===== src/design/bech32_checksum_codec_defines.svh =====
// Assertion macros shared by the Bech32 checksum codec RTL.
// Uses the clk and rst_n names of the including module.
`ifndef BECH32_CHECKSUM_CODEC_DEFINES_SVH
`define BECH32_CHECKSUM_CODEC_DEFINES_SVH
`ifndef SYNTHESIS
// Check a property at every clock edge outside reset
`define B32_CHECK(lbl, prop) \
  lbl: assert property (@(posedge clk) disable iff (!rst_n) prop) \
    else $error("bech32 codec check failed");
// Check that a condition is followed by a property in the next cycle
`define B32_IMPLY_NEXT(lbl, cond, nxt_prop) \
  lbl: assert property (@(posedge clk) disable iff (!rst_n) (cond) |=> (nxt_prop)) \
    else $error("bech32 codec sequencing check failed");
`else
`define B32_CHECK(lbl, prop)
`define B32_IMPLY_NEXT(lbl, cond, nxt_prop)
`endif
`endif


===== src/design/b32cc_pkg.sv =====
// Shared types, constants and table functions of the Bech32 checksum codec.
// No dependencies; imported by the polymod unit and the top level of the codec.
`default_nettype none

package b32cc_pkg;

  // HRP storage limits
  localparam int MAX_HRP = 83;
  localparam int HRP_AW  = $clog2(MAX_HRP);
  localparam int LEN_W   = $clog2(MAX_HRP + 1);
  localparam int ACC_W   = 30;

  // Input commands
  typedef enum logic [1:0] {
    CMD_HRP  = 2'd0,
    CMD_SEP  = 2'd1,
    CMD_DATA = 2'd2,
    CMD_FIN  = 2'd3
  } cmd_t;

  // Result kinds
  typedef enum logic [1:0] {
    KIND_STATUS = 2'd0,
    KIND_TEXT   = 2'd1,
    KIND_SYMBOL = 2'd2
  } kind_t;

  // Status codes
  typedef enum logic [3:0] {
    STS_OK        = 4'd0,
    STS_BAD_HRP   = 4'd1,
    STS_EMPTY_HRP = 4'd2,
    STS_HRP_OVF   = 4'd3,
    STS_BAD_CHAR  = 4'd4,
    STS_RANGE     = 4'd5,
    STS_SHORT     = 4'd6,
    STS_MISMATCH  = 4'd7,
    STS_SEQ       = 4'd8
  } sts_t;

  // Polymod unit operations
  typedef enum logic [2:0] {
    PM_HOLD  = 3'd0,
    PM_INIT  = 3'd1,
    PM_FOLD  = 3'd2,
    PM_XOR1  = 3'd3,
    PM_SHIFT = 3'd4
  } pm_op_t;

  typedef struct packed {
    pm_op_t     op;
    logic [4:0] sym;
  } pm_ctl_t;

  // BCH generator terms
  localparam logic [ACC_W-1:0] GEN [0:4] = '{
    30'h3b6a57b2, 30'h26508e6d, 30'h1ea119fa, 30'h3d4233dd, 30'h2a1462b3
  };

  // Bech32 character set, symbol order
  localparam logic [7:0] CHARSET [0:31] = '{
    8'h71, 8'h70, 8'h7a, 8'h72, 8'h79, 8'h39, 8'h78, 8'h38,
    8'h67, 8'h66, 8'h32, 8'h74, 8'h76, 8'h64, 8'h77, 8'h30,
    8'h73, 8'h33, 8'h6a, 8'h6e, 8'h35, 8'h34, 8'h6b, 8'h68,
    8'h63, 8'h65, 8'h36, 8'h6d, 8'h75, 8'h61, 8'h37, 8'h6c
  };

  localparam logic [7:0] SEP_CHAR = 8'h31;

  function automatic logic [7:0] sym_to_char(input logic [4:0] sym);
    return CHARSET[sym];
  endfunction

  // Reverse lookup: {hit, symbol}
  function automatic logic [5:0] char_to_sym(input logic [7:0] c);
    logic [5:0] res;
    res = '0;
    for (int i = 0; i < 32; i++) begin
      if (CHARSET[i] == c) begin
        res = {1'b1, 5'(i)};
      end
    end
    return res;
  endfunction

  // Fold A-Z down to a-z
  function automatic logic [7:0] to_lower(input logic [7:0] c);
    return (c >= 8'h41 && c <= 8'h5a) ? c + 8'd32 : c;
  endfunction

endpackage

`default_nettype wire


===== src/design/b32cc_ram.sv =====
// Generic single-write, single-read RAM with registered read data.
// No dependencies; holds the stored HRP characters.
`default_nettype none

module b32cc_ram #(
  parameter int WIDTH = 8,
  parameter int DEPTH = 83,
  localparam int AW   = $clog2(DEPTH)
) (
  input  logic             clk,
  input  logic             we,
  input  logic [AW-1:0]    waddr,
  input  logic [WIDTH-1:0] wdata,
  input  logic [AW-1:0]    raddr,
  output logic [WIDTH-1:0] rdata
);

  logic [WIDTH-1:0] mem [0:DEPTH-1];

  // Write port and registered read port
  always_ff @(posedge clk) begin
    if (we) begin
      mem[waddr] <= wdata;
    end
    rdata <= mem[raddr];
  end

endmodule

`default_nettype wire


===== src/design/b32cc_polymod.sv =====
// Shared polymod unit: 30-bit checksum accumulator and its one-step fold.
// Depends on b32cc_pkg for the generator terms and the control struct.
`default_nettype none

module b32cc_polymod (
  input  logic                       clk,
  input  logic                       rst_n,
  input  b32cc_pkg::pm_ctl_t         ctl,
  output logic [b32cc_pkg::ACC_W-1:0] acc
);

  import b32cc_pkg::*;

  logic [ACC_W-1:0] acc_r;
  logic [ACC_W-1:0] acc_nxt;
  logic [ACC_W-1:0] fold_c;
  logic [4:0]       top_c;

  // One polymod step on the current accumulator
  always_comb begin
    top_c  = acc_r[ACC_W-1 -: 5];
    fold_c = {acc_r[ACC_W-6:0], ctl.sym};
    for (int i = 0; i < 5; i++) begin
      if (top_c[i]) begin
        fold_c = fold_c ^ GEN[i];
      end
    end
  end

  // Select the accumulator update
  always_comb begin
    unique case (ctl.op)
      PM_HOLD:  acc_nxt = acc_r;
      PM_INIT:  acc_nxt = ACC_W'(1);
      PM_FOLD:  acc_nxt = fold_c;
      PM_XOR1:  acc_nxt = acc_r ^ ACC_W'(1);
      PM_SHIFT: acc_nxt = {acc_r[ACC_W-6:0], 5'd0};
      default:  acc_nxt = acc_r;
    endcase
  end

  always_ff @(posedge clk) begin
    if (!rst_n) begin
      acc_r <= ACC_W'(1);
    end else begin
      acc_r <= acc_nxt;
    end
  end

  assign acc = acc_r;

endmodule

`default_nettype wire


===== src/design/bech32_checksum_codec.sv =====
// Bech32 encoder/decoder top level: sequencer, HRP store, delay line, output register.
// Depends on b32cc_pkg, b32cc_ram, b32cc_polymod and the assertion macro header.
//
//   channel  | dir | handshake          | payload
//   ---------+-----+--------------------+------------------------------------------
//   in_      | in  | in_tvalid/tready   | tdata: value; tuser: command
//   out_     | out | out_tvalid/tready  | tdata: char,symbol,status; tuser: kind; tlast
//   cfg_     | in  | cfg_wen            | cfg_wdata: mode
//
// HRP characters and data words may stream back to back while the output slot is free.
// A separator walks the HRP store twice through its one read port, folding the high
// bits of each character, a zero and then the low bits, before the '1' word is loaded.
// An encode finish takes six folds and a final xor, then loads one checksum word per
// cycle while the output slot is free, the last of them with tlast set.
// Reset is synchronous, active low; the HRP store and delay line need no clearing.
// A stalled output word holds the input: no word is accepted until the slot frees.
`default_nettype none

module bech32_checksum_codec (
  input  logic        clk,
  input  logic        rst_n,
  // input stream
  input  logic        in_tvalid,
  output logic        in_tready,
  input  logic [7:0]  in_tdata,   // [7:0] value
  input  logic [1:0]  in_tuser,   // [1:0] command
  // result stream
  output logic        out_tvalid,
  input  logic        out_tready,
  output logic [23:0] out_tdata,  // [7:0] out_char, [12:8] out_symbol, [16:13] status
  output logic [1:0]  out_tuser,  // [1:0] kind
  output logic        out_tlast,
  // mode register
  input  logic        cfg_wen,
  input  logic        cfg_wdata
);

  import b32cc_pkg::*;

  `include "bech32_checksum_codec_defines.svh"

  typedef enum logic [7:0] {
    ST_IDLE   = 8'b0000_0001,
    ST_HI     = 8'b0000_0010,
    ST_ZERO   = 8'b0000_0100,
    ST_LO     = 8'b0000_1000,
    ST_SEPOUT = 8'b0001_0000,
    ST_FFOLD  = 8'b0010_0000,
    ST_FXOR   = 8'b0100_0000,
    ST_FEMIT  = 8'b1000_0000
  } state_t;

  state_t           state_r, state_nxt;
  logic             mode_r;
  logic [LEN_W-1:0] len_r, len_nxt;
  logic [LEN_W-1:0] idx_r, idx_nxt;
  logic [2:0]       cnt_r, cnt_nxt;
  sts_t             err_r, err_nxt;
  logic             indata_r, indata_nxt;
  logic [2:0]       dcnt_r, dcnt_nxt;
  logic [4:0]       dly_r [0:5];

  logic             out_vld_r;
  kind_t            out_kind_r;
  logic [7:0]       out_char_r;
  logic [4:0]       out_sym_r;
  sts_t             out_sts_r;
  logic             out_last_r;

  logic             slot_free;
  logic             in_acc;
  cmd_t             cmd;
  logic [7:0]       val;
  logic [7:0]       hrp_c;
  logic [5:0]       dec_c;
  logic [2:0]       dcnt_inc;

  logic             ld;
  kind_t            ld_kind;
  logic [7:0]       ld_char;
  logic [4:0]       ld_sym;
  sts_t             ld_sts;
  logic             ld_last;
  logic             clr;
  sts_t             err_c;
  logic             dly_shift;

  logic             ram_we;
  logic [HRP_AW-1:0] ram_raddr;
  logic [7:0]       ram_rdata;

  pm_ctl_t          pm_ctl;
  logic [ACC_W-1:0] acc;

  b32cc_ram #(.WIDTH(8), .DEPTH(MAX_HRP)) u_hrp_ram (
    .clk   (clk),
    .we    (ram_we),
    .waddr (len_r[HRP_AW-1:0]),
    .wdata (hrp_c),
    .raddr (ram_raddr),
    .rdata (ram_rdata)
  );

  b32cc_polymod u_polymod (
    .clk   (clk),
    .rst_n (rst_n),
    .ctl   (pm_ctl),
    .acc   (acc)
  );

  // Handshake and field decode
  assign slot_free = !out_vld_r || out_tready;
  assign in_tready = (state_r == ST_IDLE) && slot_free;
  assign in_acc    = in_tvalid && in_tready;
  assign cmd       = cmd_t'(in_tuser);
  assign val       = in_tdata;
  assign hrp_c     = mode_r ? to_lower(val) : val;
  assign dec_c     = char_to_sym(to_lower(val));
  assign dcnt_inc  = (dcnt_r == 3'd7) ? dcnt_r : dcnt_r + 3'd1;

  // Walk address for the HRP store
  assign ram_raddr = ((state_r == ST_HI || state_r == ST_LO) && idx_r < len_r)
                     ? idx_r[HRP_AW-1:0] : '0;

  // Sequencer
  always_comb begin
    state_nxt  = state_r;
    len_nxt    = len_r;
    idx_nxt    = idx_r;
    cnt_nxt    = cnt_r;
    err_nxt    = err_r;
    indata_nxt = indata_r;
    dcnt_nxt   = dcnt_r;
    pm_ctl.op  = PM_HOLD;
    pm_ctl.sym = '0;
    ld         = 1'b0;
    ld_kind    = KIND_STATUS;
    ld_char    = '0;
    ld_sym     = '0;
    ld_sts     = STS_OK;
    ld_last    = 1'b1;
    clr        = 1'b0;
    err_c      = STS_OK;
    dly_shift  = 1'b0;
    ram_we     = 1'b0;

    unique case (state_r)
      ST_IDLE: begin
        if (in_acc) begin
          ld = 1'b1;
          if (err_r != STS_OK) begin
            // sticky error: report only, finish clears
            ld_sts = err_r;
            clr    = (cmd == CMD_FIN);
          end else begin
            unique case (cmd)
              CMD_HRP: begin
                if (indata_r) begin
                  err_c = STS_SEQ;
                end else if (val < 8'd33 || val > 8'd126) begin
                  err_c = STS_BAD_HRP;
                end else if (len_r >= LEN_W'(MAX_HRP)) begin
                  err_c = STS_HRP_OVF;
                end else begin
                  ram_we  = 1'b1;
                  len_nxt = len_r + LEN_W'(1);
                  ld_kind = KIND_TEXT;
                  ld_char = hrp_c;
                end
              end
              CMD_SEP: begin
                if (indata_r) begin
                  err_c = STS_SEQ;
                end else if (len_r == '0) begin
                  err_c = STS_EMPTY_HRP;
                end else begin
                  // start the HRP walk; address 0 is read this cycle
                  ld        = 1'b0;
                  idx_nxt   = LEN_W'(1);
                  state_nxt = ST_HI;
                end
              end
              CMD_DATA: begin
                if (!indata_r) begin
                  err_c = STS_SEQ;
                end else if (!mode_r) begin
                  if (val > 8'd31) begin
                    err_c = STS_RANGE;
                  end else begin
                    pm_ctl.op  = PM_FOLD;
                    pm_ctl.sym = val[4:0];
                    dcnt_nxt   = dcnt_inc;
                    ld_kind    = KIND_TEXT;
                    ld_char    = sym_to_char(val[4:0]);
                  end
                end else begin
                  if (!dec_c[5]) begin
                    err_c = STS_BAD_CHAR;
                  end else begin
                    pm_ctl.op  = PM_FOLD;
                    pm_ctl.sym = dec_c[4:0];
                    dly_shift  = 1'b1;
                    dcnt_nxt   = dcnt_inc;
                    if (dcnt_r >= 3'd6) begin
                      ld_kind = KIND_SYMBOL;
                      ld_sym  = dly_r[5];
                    end
                  end
                end
              end
              CMD_FIN: begin
                if (!indata_r) begin
                  ld_sts = STS_SEQ;
                  clr    = 1'b1;
                end else if (!mode_r) begin
                  ld        = 1'b0;
                  cnt_nxt   = '0;
                  state_nxt = ST_FFOLD;
                end else begin
                  priority if (dcnt_r < 3'd6) begin
                    ld_sts = STS_SHORT;
                  end else if (acc != ACC_W'(1)) begin
                    ld_sts = STS_MISMATCH;
                  end else begin
                    ld_sts = STS_OK;
                  end
                  clr = 1'b1;
                end
              end
            endcase
            // record a new error
            if (err_c != STS_OK) begin
              err_nxt = err_c;
              ld_kind = KIND_STATUS;
              ld_char = '0;
              ld_sym  = '0;
              ld_sts  = err_c;
            end
          end
        end
      end
      ST_HI: begin
        pm_ctl.op  = PM_FOLD;
        pm_ctl.sym = {2'b00, ram_rdata[7:5]};
        if (idx_r < len_r) begin
          idx_nxt = idx_r + LEN_W'(1);
        end else begin
          state_nxt = ST_ZERO;
        end
      end
      ST_ZERO: begin
        // fold the zero separator while address 0 is read again
        pm_ctl.op = PM_FOLD;
        idx_nxt   = LEN_W'(1);
        state_nxt = ST_LO;
      end
      ST_LO: begin
        pm_ctl.op  = PM_FOLD;
        pm_ctl.sym = ram_rdata[4:0];
        if (idx_r < len_r) begin
          idx_nxt = idx_r + LEN_W'(1);
        end else begin
          state_nxt = ST_SEPOUT;
        end
      end
      ST_SEPOUT: begin
        if (slot_free) begin
          ld         = 1'b1;
          ld_kind    = KIND_TEXT;
          ld_char    = SEP_CHAR;
          indata_nxt = 1'b1;
          state_nxt  = ST_IDLE;
        end
      end
      ST_FFOLD: begin
        pm_ctl.op = PM_FOLD;
        cnt_nxt   = cnt_r + 3'd1;
        if (cnt_r == 3'd5) begin
          state_nxt = ST_FXOR;
        end
      end
      ST_FXOR: begin
        pm_ctl.op = PM_XOR1;
        cnt_nxt   = '0;
        state_nxt = ST_FEMIT;
      end
      ST_FEMIT: begin
        if (slot_free) begin
          ld      = 1'b1;
          ld_kind = KIND_TEXT;
          ld_char = sym_to_char(acc[ACC_W-1 -: 5]);
          ld_last = (cnt_r == 3'd5);
          if (cnt_r == 3'd5) begin
            clr       = 1'b1;
            state_nxt = ST_IDLE;
          end else begin
            pm_ctl.op = PM_SHIFT;
            cnt_nxt   = cnt_r + 3'd1;
          end
        end
      end
      default: begin
        state_nxt = ST_IDLE;
      end
    endcase

    // end of message
    if (clr) begin
      len_nxt    = '0;
      err_nxt    = STS_OK;
      indata_nxt = 1'b0;
      dcnt_nxt   = '0;
      pm_ctl.op  = PM_INIT;
    end
  end

  // Control registers
  always_ff @(posedge clk) begin
    if (!rst_n) begin
      state_r   <= ST_IDLE;
      mode_r    <= 1'b0;
      len_r     <= '0;
      err_r     <= STS_OK;
      indata_r  <= 1'b0;
      dcnt_r    <= '0;
      out_vld_r <= 1'b0;
    end else begin
      state_r  <= state_nxt;
      len_r    <= len_nxt;
      err_r    <= err_nxt;
      indata_r <= indata_nxt;
      dcnt_r   <= dcnt_nxt;
      if (cfg_wen) begin
        mode_r <= cfg_wdata;
      end
      if (ld) begin
        out_vld_r <= 1'b1;
      end else if (out_tready) begin
        out_vld_r <= 1'b0;
      end
    end
  end

  // Counters, delay line and output payload
  always_ff @(posedge clk) begin
    idx_r <= idx_nxt;
    cnt_r <= cnt_nxt;
    if (dly_shift) begin
      dly_r[0] <= dec_c[4:0];
      for (int i = 1; i < 6; i++) begin
        dly_r[i] <= dly_r[i-1];
      end
    end
    if (ld) begin
      out_kind_r <= ld_kind;
      out_char_r <= ld_char;
      out_sym_r  <= ld_sym;
      out_sts_r  <= ld_sts;
      out_last_r <= ld_last;
    end
  end

  assign out_tvalid = out_vld_r;
  assign out_tdata  = {7'd0, out_sts_r, out_sym_r, out_char_r};
  assign out_tuser  = out_kind_r;
  assign out_tlast  = out_last_r;

  // Checks
  `B32_CHECK(a_len_max, len_r <= LEN_W'(MAX_HRP))
  `B32_CHECK(a_data_has_hrp, indata_r |-> (len_r != '0))
  `B32_IMPLY_NEXT(a_err_sticky, (err_r != STS_OK) && !(in_acc && cmd == CMD_FIN), err_r == $past(err_r))
  `B32_CHECK(a_emit_clean, (state_r == ST_FEMIT) |-> (err_r == STS_OK))

endmodule

`default_nettype wire

===== config.mk =====
export PLATFORM = sky130hd
export DESIGN_NAME = bech32_checksum_codec
export DESIGN_NICKNAME = d
export VERILOG_FILES = /design/src/design/b32cc_pkg.sv /design/src/design/b32cc_ram.sv /design/src/design/b32cc_polymod.sv /design/src/design/bech32_checksum_codec.sv
export VERILOG_INCLUDE_DIRS = /design/src /design/src/design
export SDC_FILE = /design/constraint.sdc
export NUM_CORES = 1
export LEC_CHECK = 0
export ABC_AREA = 1
export BUFFER_PORTS_ARGS = -buffer_cell sky130_fd_sc_hd__buf_2
export CAP_MARGIN = 40
export CORE_MARGIN = 3
export CORE_UTILIZATION = 30
export DETAILED_ROUTE_END_ITERATION = 12
export SYNTH_ARGS = -nofsm -noshare
export SYNTH_HDL_FRONTEND = slang
export SYNTH_SLANG_ARGS = --single-unit

===== constraint.sdc =====
create_clock -name clk -period 5.2 [get_ports clk]
set_clock_uncertainty 0.2 [all_clocks]
set_input_delay 0 -clock clk [delete_from_list [all_inputs] [get_ports clk]]
set_output_delay 0 -clock clk [all_outputs]
set_load 0.02 [all_outputs]

==> results.py <==
metrics = {
    "status": {
        "status": "complete, no violations",
    },
    "timing": {
        "tightest_slew_ns": 0.921,
        "rsz0062_at_grt": "false",
        "fmax_mhz": 223,
        "hold_viol": 0,
        "setup_tns_ns": 0,
        "timing.slew.headroom_pct": 38.6,
        "post-route-period-util_pct": 86.1,
        "setup_viol": 0,
        "min_period_ns": 4.48,
        "slew_viol_final": 0,
    },
    "worst_setup_path": {
        "reg2reg_depth": 16,
        "required_ns": 5.27,
        "reg2reg_to": "u_hrp_ram.mem[43][7]",
        "rrSetupSlack_ns": 0.72,
        "crit_chain": "nor2_1 -> inv_2 -> nor2_2 -> inv_2 -> nor4_4 -> inv_2 -> nor2_1 -> nand2_1 -> nor2_2 -> inv_2 -> nor2_1 -> inv_1 -> nor2_2 -> nand3_1 -> buf_4 -> nor2_1",
        "cp_max_fo": 9,
        "crit_path_start": "state_r[4]",
        "critPathLaunchType": "register",
        "end_kind": "register",
        "slowest_delay_ns": 0.57,
        "critical_path_class": "register to register",
        "r2r-start": "state_r[4]",
        "cp.arrival_ns": 4.55,
        "crit_slowest_cell": "nor2_1",
    },
    "detailed_routing": {
        "viasPerCell": 5.13,
        "drt_first_pass_iters": 5,
        "wire_per_inst_um": 20.2,
        "drt_iter0_drc": 2631,
        "wirelength_um": 90000,
        "drc": 0,
        "drtAntennaViolNets": 0,
        "vias": 22913,
    },
    "clocking": {
        "cts_sinks": 787,
        "cts_root_buf": "clkbuf_16",
        "cts_resized": 0,
        "postCtsSetupBuffers": 0,
        "clkTransAtPathRegs_ns": 0.06,
        "ctsLongestPathBuffers": 3,
        "cts_buffers": 80,
        "cts_max_level": 3,
        "cts_tree": "built",
        "insertion_delay_ns": 0.65,
    },
    "layout": {
        "fillers": 10903,
        "area_growth_pct": 14.6,
        "fin_area_sq_um": 38400,
        "final_util_pct": 34.7,
        "nNetsFinal": 2945,
        "fin_cells": 4465,
        "diodes": 0,
        "drive_above_1_share_pct": 10.0,
    },
    "synth": {
        "synthTopCellsByCount": "edfxtp_1, nor2_1, o21ai_0",
        "synth_top_area_share_pct": 64.8,
        "syn-cell-area_sq_um": 33500,
        "synthArstFlopShare_pct": 0,
        "synth_cell_types": 59,
        "synth_seq_cells": 787,
        "synth-main-ff-cell": "edfxtp_1",
        "yosys.area.top_type": "edfxtp_1",
        "ys_top_cells_by_area": "edfxtp_1, nor2_1, o21ai_0",
        "yosysMostFrequentCell": "edfxtp_1",
        "ys_seq_area_share_pct": 68.6,
        "synth.avg_cell_area_sq_um": 11.7,
        "synth-edff-count": 724,
        "yosys_warnings": 0,
        "syn_inst": 2859,
    },
    "die": {
        "start_util_pct": 30.3,
        "core_sq_um": 111000,
        "die_w_um": 340,
        "die_area_sq_um": 116000,
        "die_y_um": 340,
        "rows": 122,
        "boundaryPins": 45,
    },
    "min_path": {
        "worstHoldEndpoint": "u_hrp_ram.mem[8][2]",
        "hold_start": "in_tdata[2]",
        "hold_path_depth": 2,
        "hold_class": "primary input to register",
    },
    "flow_run": {
        "max_cap_viol_count": 0,
    },
    "place": {
        "portBuffers": 37,
        "place_area_sq_um": 35600,
        "dp_hpwl_um": 55100,
        "post-place-cells": 4296,
        "routabilityCongestion": 0.892,
    },
    "grt": {
        "grt_max_degree": 142,
        "grt_pass1_vias": 21828,
        "antenna_found_initial": 2,
        "grt_pass1_wl_um": 136000,
        "grt_overflow": 0,
        "track_usage_pct": 15.1,
    },
    "power": {
        "ir_drop_uv": 232,
        "leakage_nw": 12.4,
        "p_total_mw": 14.2,
        "p_per_area_nw_per_um2": 370,
    },
}
## worst max-delay path: cells and delay by family, from the launching register on
kind,cells,cell delay [ns]
buf+inv,6,0.95
flops,1,0.33
simple gates,10,2.64
## state kept, by name, summed over array words and instances (netlist names)
| name | cells |
|---|---|
| cnt_r | 3 |
| dcnt_r | 3 |
| dly_r | 30 |
| err_r | 4 |
| idx_r | 7 |
| indata_r | 1 |
| len_r | 7 |
| mode_r | 1 |
| out_char_r | 8 |
| out_sts_r | 4 |
| out_sym_r | 5 |
| out_tlast | 1 |
| out_tuser | 2 |
| out_tvalid | 1 |
| state_r | 8 |
| u_hrp_ram.mem | 664 |
| u_hrp_ram.rdata | 8 |
| u_polymod.acc | 30 |
## per-stage QoR
step / setup slack (ns) / hold WS [ns]
after global routing: 0.345 / 0.0650
after global placement: 0.828 / 0.0990
final: 0.721 / 0.0495
after detailed placement: 0.741 / 0.110
after floorplan: 0.0980 / -0.101
after CTS: 0.759 / 0.0237
## layout make-up
| class | instances | area (sq um) | area share [%] |
|---|---|---|---|
| Clock buffer | 103 | 2130 | 5.55 |
| Clock inverter | 43 | 447 | 1.16 |
| Inverter | 163 | 629 | 1.64 |
| Multi-Input combinational cell | 1743 | 9180 | 23.9 |
| Sequential cell | 787 | 23000 | 59.9 |
| Tap cell | 1488 | 1860 | 4.85 |
| Timing Repair Buffer | 138 | 1180 | 3.06 |
## kinds of logic after synthesis
family | synth area share [%]
simple gates | 11.5
flops | 68.6
compound gates | 14.1
buf+inv | 4.28
xor+xnor | 0.914
fa+ha+maj | 0.597
other cells | 0.0112
## worst max path at each step
stage	to	slack, ns	depth (start not counted)
2_1_floorplan	u_hrp_ram.mem[0][5]	0.1	3
3_3_place_gp	u_hrp_ram.mem[14][0]	0.83	15
3_5_place_dp	u_hrp_ram.mem[43][4]	0.74	16
4_1_cts	u_hrp_ram.mem[43][7]	0.76	16
5_1_grt	u_hrp_ram.mem[28][7]	0.34	16
6_report	u_hrp_ram.mem[43][7]	0.72	16
## metal layers
| layer | part of all wire [%] | wire (um) | GRT usage, % | vias to the layer above |
|---|---|---|---|---|
| li1 | - | - | - | 10609 |
| met5 | 0.030 | 27 | 0 | - |
| met3 | 7.1 | 6390 | 2.43 | 156 |
| met1 | 44 | 39800 | 21.3 | 11255 |
| met4 | 3.0 | 2670 | 5.10 | 4 |
| met2 | 46 | 41100 | 23.6 | 889 |
## cells in the final DEF, fill, tap and decap left out, drive strengths merged, types with 36 or more instances in the layout
master / n
clkbuf: 103
o211ai: 100
nor2: 547
o221ai: 89
nand3: 98
o21ai: 374
edfxtp: 724
dfxtp: 63
buf: 115
a21oi: 65
o22ai: 85
clkinv: 36
nand2: 213
inv: 161
## where the power goes
group	internal [mW]	switching [mW]	leakage [nW]
Clock	3.22	2.44	1.24
Combinational	0.378	1.05	4.13
Sequential	7.04	0.0778	7.02
Total	10.6	3.57	12.4
## what timing repair did
action / CTS / global route
setup endpoints to repair: 0 / 0
hold endpoints to repair: 222 / 0
hold buffers: 23 / 0
(Power assumes the default switching activity.)
